$ cat src/hw/rtl/sato_pkg.sv
// Shared types and constants for the six-axis tare block.
// Used by the controller, the datapath and the top level; depends on nothing.
`timescale 1ns / 1ps

package sato_pkg;

	localparam int NCH  = 6;
	localparam int CH_W = $clog2(NCH);

	localparam int TARE_SAMPLES_RESET = 100;

	localparam logic [1:0] OP_STORE = 2'd0;
	localparam logic [1:0] OP_TARE  = 2'd1;

	localparam logic [2:0] ST_PLAIN    = 3'd0;
	localparam logic [2:0] ST_ACCUM    = 3'd1;
	localparam logic [2:0] ST_DONE     = 3'd2;
	localparam logic [2:0] ST_NO_DATA  = 3'd3;
	localparam logic [2:0] ST_ZERO_CNT = 3'd4;

	// Commands from the controller to the datapath.
	typedef struct packed {
		logic       load_sample;
		logic       clear_off;
		logic       inc_steps;
		logic       set_done;
		logic       div_init;
		logic       div_step;
		logic       acc_step;
		logic       load_out;
		logic [2:0] status;
	} cmd_t;

	// Status from the datapath to the controller.
	typedef struct packed {
		logic count_zero;
		logic have_sample;
		logic tare_done;
		logic steps_zero;
		logic steps_below;
		logic out_busy;
	} stat_t;

endpackage

$ cat src/hw/rtl/sato_ctrl.sv
// Controller state machine of the six-axis tare block.
// Depends on sato_pkg; drives the datapath through cmd_t and reads stat_t.
`timescale 1ns / 1ps

module sato_ctrl
	import sato_pkg::*;
#(
	parameter int SAMPLE_WIDTH = 32
) (
	input  logic       clk,
	input  logic       arst_n,
	input  logic       in_valid,
	output logic       in_ready,
	input  logic [1:0] opcode,
	input  stat_t      stat,
	output cmd_t       cmd
);

	localparam int BIT_W = $clog2(SAMPLE_WIDTH);

	typedef enum logic [1:0] {
		S_IDLE,
		S_DIV_INIT,
		S_DIV_RUN,
		S_ACC
	} state_t;

	logic              view_pend_q;
	state_t            state_q;
	logic [BIT_W-1:0]  bit_q;
	logic [CH_W-1:0]   ch_q;
	logic [2:0]        status_q;
	logic              accept;
	logic              tare_go;
	logic [2:0]        plain_status;

	assign accept       = in_valid && in_ready;
	assign in_ready     = (state_q == S_IDLE) && !view_pend_q;
	assign plain_status = stat.tare_done ? ST_DONE : ST_PLAIN;
	assign tare_go      = accept && (opcode == OP_TARE) && !stat.count_zero
		&& stat.have_sample && !stat.tare_done;

	always_comb begin
		cmd             = '0;
		cmd.status      = status_q;
		cmd.load_sample = accept && (opcode == OP_STORE);
		cmd.clear_off   = tare_go && stat.steps_zero;
		cmd.inc_steps   = tare_go && stat.steps_below;
		cmd.set_done    = tare_go && !stat.steps_below;
		cmd.div_init    = (state_q == S_DIV_INIT);
		cmd.div_step    = (state_q == S_DIV_RUN);
		cmd.acc_step    = (state_q == S_ACC);
		cmd.load_out    = (state_q == S_IDLE) && view_pend_q && !stat.out_busy;
	end

	// The result beat is loaded from the idle state once the state update is complete.
	always_ff @(posedge clk or negedge arst_n) begin
		if (!arst_n) begin
			state_q     <= S_IDLE;
			view_pend_q <= 1'b0;
			bit_q       <= '0;
			ch_q        <= '0;
			status_q    <= ST_PLAIN;
		end else begin
			case (state_q)
				S_IDLE: begin
					if (cmd.load_out) begin
						view_pend_q <= 1'b0;
					end
					if (accept) begin
						ch_q <= '0;
						if (opcode == OP_TARE) begin
							if (stat.count_zero) begin
								status_q    <= ST_ZERO_CNT;
								view_pend_q <= 1'b1;
							end else if (!stat.have_sample) begin
								status_q    <= ST_NO_DATA;
								view_pend_q <= 1'b1;
							end else if (stat.tare_done || !stat.steps_below) begin
								status_q    <= ST_DONE;
								view_pend_q <= 1'b1;
							end else begin
								status_q <= ST_ACCUM;
								state_q  <= S_DIV_INIT;
							end
						end else begin
							status_q    <= plain_status;
							view_pend_q <= 1'b1;
						end
					end
				end
				S_DIV_INIT: begin
					bit_q   <= '0;
					state_q <= S_DIV_RUN;
				end
				S_DIV_RUN: begin
					if (bit_q == BIT_W'(SAMPLE_WIDTH - 1)) begin
						state_q <= S_ACC;
					end else begin
						bit_q <= bit_q + 1'b1;
					end
				end
				S_ACC: begin
					if (ch_q == CH_W'(NCH - 1)) begin
						view_pend_q <= 1'b1;
						state_q     <= S_IDLE;
					end else begin
						ch_q    <= ch_q + 1'b1;
						state_q <= S_DIV_INIT;
					end
				end
				default: begin
					state_q <= S_IDLE;
				end
			endcase
		end
	end

`ifndef SYNTHESIS
	a_accept_blocks: assert property (@(posedge clk) disable iff (!arst_n)
		accept |=> !in_ready)
		else $error("Input accepted while an earlier beat is still at work.");
	a_init_then_step: assert property (@(posedge clk) disable iff (!arst_n)
		cmd.div_init |=> cmd.div_step)
		else $error("Division did not start after its initialisation.");
	a_single_load: assert property (@(posedge clk) disable iff (!arst_n)
		cmd.load_out |=> !cmd.load_out)
		else $error("Result loaded twice for one beat.");
`endif

endmodule

$ cat src/hw/rtl/sato_dp.sv
// Datapath of the six-axis tare block: sample and offset rotators, the shared
// bit-serial divider, saturating arithmetic and the output register. Uses sato_pkg.
`timescale 1ns / 1ps

module sato_dp
	import sato_pkg::*;
#(
	parameter int SAMPLE_WIDTH = 32,
	parameter int COUNT_WIDTH  = 16
) (
	input  logic                                 clk,
	input  logic                                 arst_n,
	input  logic                                 cfg_wr,
	input  logic [COUNT_WIDTH-1:0]               cfg_data,
	input  logic [NCH-1:0][SAMPLE_WIDTH-1:0]     sample,
	input  cmd_t                                 cmd,
	output stat_t                                stat,
	output logic                                 out_valid,
	input  logic                                 out_ready,
	output logic [NCH-1:0][SAMPLE_WIDTH-1:0]     comp,
	output logic [2:0]                           status
);

	localparam int W  = SAMPLE_WIDTH;
	localparam int CW = COUNT_WIDTH;

	logic [CW-1:0]              tare_q;
	logic [CW-1:0]              steps_q;
	logic                       done_q;
	logic                       have_q;
	logic [NCH-1:0][W-1:0]      lat_q;
	logic [NCH-1:0][W-1:0]      off_q;
	logic [CW-1:0]              rem_q;
	logic [W-1:0]               quo_q;
	logic                       neg_q;
	logic [NCH-1:0][W-1:0]      comp_q;
	logic [2:0]                 status_q;
	logic                       out_valid_q;

	logic [CW:0]                trial;
	logic                       fits;
	logic [W-1:0]               quot;
	logic [NCH-1:0][W-1:0]      view;

	function automatic logic [W-1:0] sat_fix(input logic [W:0] s);
		logic [W-1:0] res;
		if (s[W] != s[W-1]) begin
			res = s[W] ? {1'b1, {(W-1){1'b0}}} : {1'b0, {(W-1){1'b1}}};
		end else begin
			res = s[W-1:0];
		end
		return res;
	endfunction

	assign stat.count_zero  = (tare_q == '0);
	assign stat.have_sample = have_q;
	assign stat.tare_done   = done_q;
	assign stat.steps_zero  = (steps_q == '0);
	assign stat.steps_below = (steps_q < tare_q);
	assign stat.out_busy    = out_valid_q && !out_ready;

	// Restoring division of the magnitude, one quotient bit a cycle.
	assign trial = {rem_q, quo_q[W-1]};
	assign fits  = (trial >= {1'b0, tare_q});
	assign quot  = neg_q ? (~quo_q + 1'b1) : quo_q;

	always_comb begin
		for (int i = 0; i < NCH; i++) begin
			view[i] = done_q
				? sat_fix({lat_q[i][W-1], lat_q[i]} - {off_q[i][W-1], off_q[i]})
				: lat_q[i];
		end
	end

	always_ff @(posedge clk or negedge arst_n) begin
		if (!arst_n) begin
			tare_q      <= CW'(TARE_SAMPLES_RESET);
			steps_q     <= '0;
			done_q      <= 1'b0;
			have_q      <= 1'b0;
			lat_q       <= '0;
			off_q       <= '0;
			out_valid_q <= 1'b0;
		end else begin
			if (cfg_wr) begin
				tare_q <= cfg_data;
			end
			if (cmd.load_sample) begin
				lat_q  <= sample;
				have_q <= 1'b1;
			end
			if (cmd.clear_off) begin
				off_q <= '0;
			end
			if (cmd.inc_steps) begin
				steps_q <= steps_q + 1'b1;
			end
			if (cmd.set_done) begin
				done_q <= 1'b1;
			end
			// Channels rotate so that the one being worked on always sits at the head.
			if (cmd.acc_step) begin
				for (int i = 0; i < NCH - 1; i++) begin
					lat_q[i] <= lat_q[i+1];
					off_q[i] <= off_q[i+1];
				end
				lat_q[NCH-1] <= lat_q[0];
				off_q[NCH-1] <= sat_fix({off_q[0][W-1], off_q[0]} + {quot[W-1], quot});
			end
			if (cmd.load_out) begin
				out_valid_q <= 1'b1;
			end else if (out_ready) begin
				out_valid_q <= 1'b0;
			end
		end
	end

	always_ff @(posedge clk) begin
		if (cmd.div_init) begin
			rem_q <= '0;
			neg_q <= lat_q[0][W-1];
			quo_q <= lat_q[0][W-1] ? (~lat_q[0] + 1'b1) : lat_q[0];
		end else if (cmd.div_step) begin
			rem_q <= fits ? trial[CW-1:0] - tare_q : trial[CW-1:0];
			quo_q <= {quo_q[W-2:0], fits};
		end
		if (cmd.load_out) begin
			comp_q   <= view;
			status_q <= cmd.status;
		end
	end

	assign out_valid = out_valid_q;
	assign comp      = comp_q;
	assign status    = status_q;

`ifndef SYNTHESIS
	a_no_overwrite: assert property (@(posedge clk) disable iff (!arst_n)
		cmd.load_out |-> !(out_valid_q && !out_ready))
		else $error("Result register overwritten before its beat was taken.");
	a_done_has_sample: assert property (@(posedge clk) disable iff (!arst_n)
		done_q |-> have_q)
		else $error("Tare done without any sample stored.");
	a_steps_has_sample: assert property (@(posedge clk) disable iff (!arst_n)
		(steps_q != '0) |-> have_q)
		else $error("Tare steps counted without any sample stored.");
`endif

endmodule

$ cat src/hw/rtl/six_axis_tare_offset.sv
// Top level of the six-axis force/torque tare block.
// Depends on sato_pkg, sato_ctrl and sato_dp.
//
//   Channel  Signals                                   Direction
//   input    in_valid/in_ready, opcode, six samples    in
//   result   out_valid/out_ready, six comp_*, status   out
//   config   cfg_valid/cfg_ready, cfg_data             in
//
// A tare step that accumulates runs the one shared bit-serial divider, which
// serves all six channels, once for each channel in turn. Every other item is
// handled in the idle state. One item is at work at a time; the next is taken
// while the previous result still waits in the output register.
// Reset clears control and tare state, not the result; the count returns to 100.
// A stalled result stalls the block only when the next result is ready to load.
`timescale 1ns / 1ps

module six_axis_tare_offset
	import sato_pkg::*;
#(
	parameter int SAMPLE_WIDTH = 32,
	parameter int COUNT_WIDTH  = 16
) (
	input  logic                           clk,
	input  logic                           arst_n,
	input  logic                           in_valid,
	output logic                           in_ready,
	input  logic [1:0]                     opcode,
	input  logic signed [SAMPLE_WIDTH-1:0] force_x,
	input  logic signed [SAMPLE_WIDTH-1:0] force_y,
	input  logic signed [SAMPLE_WIDTH-1:0] force_z,
	input  logic signed [SAMPLE_WIDTH-1:0] torque_x,
	input  logic signed [SAMPLE_WIDTH-1:0] torque_y,
	input  logic signed [SAMPLE_WIDTH-1:0] torque_z,
	output logic                           out_valid,
	input  logic                           out_ready,
	output logic signed [SAMPLE_WIDTH-1:0] comp_force_x,
	output logic signed [SAMPLE_WIDTH-1:0] comp_force_y,
	output logic signed [SAMPLE_WIDTH-1:0] comp_force_z,
	output logic signed [SAMPLE_WIDTH-1:0] comp_torque_x,
	output logic signed [SAMPLE_WIDTH-1:0] comp_torque_y,
	output logic signed [SAMPLE_WIDTH-1:0] comp_torque_z,
	output logic [2:0]                     status,
	input  logic                           cfg_valid,
	output logic                           cfg_ready,
	input  logic [COUNT_WIDTH-1:0]         cfg_data
);

	cmd_t                                cmd;
	stat_t                               stat;
	logic [NCH-1:0][SAMPLE_WIDTH-1:0]    sample;
	logic [NCH-1:0][SAMPLE_WIDTH-1:0]    comp;

	assign cfg_ready = 1'b1;

	assign sample[0] = force_x;
	assign sample[1] = force_y;
	assign sample[2] = force_z;
	assign sample[3] = torque_x;
	assign sample[4] = torque_y;
	assign sample[5] = torque_z;

	assign comp_force_x  = $signed(comp[0]);
	assign comp_force_y  = $signed(comp[1]);
	assign comp_force_z  = $signed(comp[2]);
	assign comp_torque_x = $signed(comp[3]);
	assign comp_torque_y = $signed(comp[4]);
	assign comp_torque_z = $signed(comp[5]);

	sato_ctrl #(
		.SAMPLE_WIDTH(SAMPLE_WIDTH)
	) u_ctrl (
		.clk      (clk),
		.arst_n   (arst_n),
		.in_valid (in_valid),
		.in_ready (in_ready),
		.opcode   (opcode),
		.stat     (stat),
		.cmd      (cmd)
	);

	sato_dp #(
		.SAMPLE_WIDTH(SAMPLE_WIDTH),
		.COUNT_WIDTH (COUNT_WIDTH)
	) u_dp (
		.clk       (clk),
		.arst_n    (arst_n),
		.cfg_wr    (cfg_valid && cfg_ready),
		.cfg_data  (cfg_data),
		.sample    (sample),
		.cmd       (cmd),
		.stat      (stat),
		.out_valid (out_valid),
		.out_ready (out_ready),
		.comp      (comp),
		.status    (status)
	);

endmodule

$ cat config.mk
export PLATFORM = sky130hd
export DESIGN_NAME = six_axis_tare_offset
export DESIGN_NICKNAME = d
export VERILOG_FILES = /design/src/hw/rtl/sato_pkg.sv /design/src/hw/rtl/sato_ctrl.sv /design/src/hw/rtl/sato_dp.sv /design/src/hw/rtl/six_axis_tare_offset.sv
export SDC_FILE = /design/constraint.sdc
export NUM_CORES = 2
export LEC_CHECK = 0
export BUFFER_PORTS_ARGS = -buffer_cell sky130_fd_sc_hd__buf_2
export CORE_MARGIN = 2
export CORE_UTILIZATION = 45
export CTS_CLUSTER_DIAMETER = 60
export DETAILED_ROUTE_END_ITERATION = 7
export HOLD_SLACK_MARGIN = 0.02
export PLACE_DENSITY = 0.66
export REMOVE_ABC_BUFFERS = 1
export SLEW_MARGIN = 20
export SYNTH_ARGS = -nofsm -noshare
export SYNTH_HDL_FRONTEND = slang
export SYNTH_SLANG_ARGS = --single-unit
$ cat constraint.sdc
create_clock -name clk -period 6.7 [get_ports clk]
set_input_delay 1.34 -clock clk [delete_from_list [all_inputs] [get_ports clk]]
set_output_delay 1.34 -clock clk [all_outputs]
set_load 0.1 [all_outputs]
==> results.md <==
- Antenna violations before repair: 5
- Num CTS Buffers: 87
- Clock transition at path regs: 60 ps
- Placed insts: 6073
- Comb pwr share: 19.3%
- Switch Pwr: 3510 uW
- Clock H-tree levels: 3
- Fin nets: 5388
- Skew final: 38.2 ps
- Post-Syn Area: 43100 um^2
- GP Congestion: 0.996
- Biggest area consumer among synthesized cells: dfrtp_1
- CTS resizes: 0
- First-pass GRT wire length: 216000 um
- Slowest stage delay, CP: 570 ps
- Die height: 314 um
- Drt total wl: 144000 um
- Die footprint: 98300 um^2
- Fin cells: 6237
- Synth Area in Simple Gates: 11.9%
- Clock Sinks: 677
- 1st-iter DRT viols: 3282
- CP Max Fanout: 31
- Buf/Inv on CP: 2
- Yosys top cell area share: 25.0%
- Xor-xnor portion of the synthesized cell area: 5.16%
- Sequential share of power: 39.7%
- Max clock buf depth: 3
- Worst setup margin: 1160 ps
- Detailed Place HPWL: 109000 um
- FF+latch area: 18000 um^2
- Most frequent cells after synthesis: 433 x nand2_1, 430 x dfrtp_1, 398 x o21ai_0
- Buffers inserted by post-CTS timing repair: 0
- R2R Setup Slk: 1160 ps
- Dpl ws: 1250 ps
- Drt pass-1 iters: 6
- Arr. time, crit path: 6050 ps
- Synth warnings: 0
- Leakage: 0.0213 uW
- Average wire per standard cell: 23.1 um
- ANT nets after route: 0
- Worst setup EP type: flop
- Clk pwr share: 41.0%
- Initial Utilization: 45.4%
- Num ports: 413
- Crit Path Category: flop to flop
- Row Count: 113
- Tcrit/Tclk final: 82.7%
- Via count: 36700
- Worst slew margin: 18.7%
- Syn_area_per_cell: 9.38 um^2
- Sw Share: 29.9%
- Synth Flop Type: dfrtp_1
- Status: completed
- DRC errors left: 0
- Fraction of layout cells with a size suffix above 1: 13.0%
- Post-synthesis sequential area ratio: 41.8%
- Gr usage total: 28.7%
- Final hold slack: 456 ps
- Crit-path cells: or4_1 -> nor4_1 -> nand2_1 -> or3_1 -> or3_1 -> o31ai_1 -> xnor2_1 -> ha_1 -> inv_1 -> nor3_1 -> and3_1 -> a21oi_1 -> o21ai_0 -> o41ai_1 -> xor2_2 -> buf_4 -> a2111oi_0 -> o21ai_0
- Measured slew at the worst slew-check pin: 1200 ps
- Async S/R FF share, synth: 64.0%
- Multi-input gate area: 23100 um^2
- Final hold vios: 0
- Synth top area cells: dfrtp_1 25%, edfxtp_1 16%, ha_1 7.8%, mux2i_1 4.7%, o21ai_0 4.6%
- Yosys cell types: 88
- Cts hold-fix bufs: 0
- Via density: 5.89
- Core ar.: 95000 um^2
- Internal cell power: 8260 uW
- Max cap viols: 0
- Min Tclk post-route: 5540 ps
- Max frequency: 0.181 GHz
- Synth Area in Compound Gates: 23.1%
- Fill cells: 8810
- Top-count cell post-synth: nand2_1
- Stages on worst setup path: 18
- Hold path depth: 0
- Crit start category: flop
- Worst-Skew Late Latency: 680 ps
- Cell count after synthesis: 4596
- Power after layout: 11800 uW
- TritonCTS clock tree: yes
- Chip Width: 314 um
- Slowest CP cell: or4_1
- Max VDD drop: 253 uV
- Number of flops mapped to enable cells by yosys: 228
- Main combinational cell family by area after synthesis: compound AO/OA/AOI/OAI gates
- Adder-Cell Fraction of Synth Area: 8.29%
- Root Buffer: clkbuf_16
- Final Setup Violations: 0
- Power density over the cells: 239 nW/um^2
- Global route total overflow: 0
- Largest net degree at the start of global routing: 207
- Top delay family on crit path: simple AND/OR/NAND/NOR gates
- Hold Path Class: flop to flop
- Unrepaired setup endpoints after global routing: false
- Mux contribution to synthesized area: 4.98%
- Setup TNS: 0 ps
- Number of antenna diodes: 0
- Slew Limit Fails: 0
- Worst endpoint required time: 7220 ps
- Synth-to-layout area growth: 14.4%
- Port bufs: 411
- Yosys reg bits: 677
- Vias in the first global route: 35400
- Reg2reg path depth: 18
-- power groups by stage --
stage | registers, uW | logic (uW) | clock network, uW
detailed placement | 4740 | 2230 | 0
finish | 4670 | 2270 | 4830
global route | 4690 | 2510 | 5060
global placement | 4740 | 2210 | 0
floorplan | 4670 | 1520 | 0
CTS | 4670 | 2250 | 4910
-- final timing paths --
path                                    to          startpoint
setup / recovery           u_dp.off_q[186]       u_dp.quo_q[5]
hold / removal              u_dp.status[2]  u_ctrl.status_q[2]
setup reg to reg           u_dp.off_q[186]       u_dp.quo_q[5]
hold reg to reg             u_dp.status[2]  u_ctrl.status_q[2]
max in group asynchronous   u_dp.lat_q[86]              arst_n
min in group asynchronous   u_dp.out_valid              arst_n
-- per-stage QoR --
| stage | cell area [um^2] | util (%) |
|---|---|---|
| global placement | 46300 | 48.8 |
| CTS | 49300 | 51.9 |
| finish | 49300 | 51.9 |
| global route | 49300 | 51.9 |
| detailed placement | 46300 | 48.8 |
| floorplan | 42200 | - |
-- placed cells by master, fill, tap and decap left out, types with 50 or more instances in the layout --
cell	netlist	layout
mux2i_1	202	202
xor2_1	53	52
dfrtp_1	430	429
a22o_1	170	170
ha_1	268	266
nand2b_1	50	50
edfxtp_1	228	228
xnor2_1	201	200
clkbuf_16	0	91
nand3_1	53	53
o2bb2ai_1	113	113
nand2_1	433	432
a21o_1	111	111
nor2_1	297	296
inv_1	322	320
o21ai_0	398	395
buf_2	3	410
a21oi_1	308	308
-- state kept, by name (all words and copies together) (netlist names), 2 cells and up --
name,cells
u_ctrl.ch_q,3
u_dp.off_q,192
u_ctrl.state_q,2
u_dp.rem_q,16
u_dp.quo_q,32
u_dp.comp,192
u_ctrl.status_q,3
u_ctrl.bit_q,5
u_dp.lat_q,192
u_dp.tare_q,16
u_dp.status,3
u_dp.steps_q,16
-- per-layer routing --
metal,routed length (um),global-route usage [%]
met4,4940,9.75
met2,65900,46.0
met1,62800,39.8
met3,10700,4.45
met5,41,0
-- area by class of cell --
cell class | instances | share of cell area (%)
Multi-Input combinational cell | 3360 | 46.8
Sequential cell | 677 | 36.5
Timing Repair Buffer | 449 | 4.94
Clock buffer | 110 | 4.90
Tap cell | 1265 | 3.21
Inverter | 322 | 2.47
Clock inverter | 54 | 1.13
-- logic make-up (layout without fill, tap and decap cells) --
family / count (synthesis) / in the layout
AOI/OAI and AO/OA: 1497 / 1497
xor gates and xnor gates: 254 / 254
adders and majority gates: 282 / 282
buffers and inverters: 559 / 935
DFF: 677 / 677
muxes: 213 / 213
other: 1 / 1
and+or+nand+nor: 1113 / 1113
(Power assumes the default switching activity.)
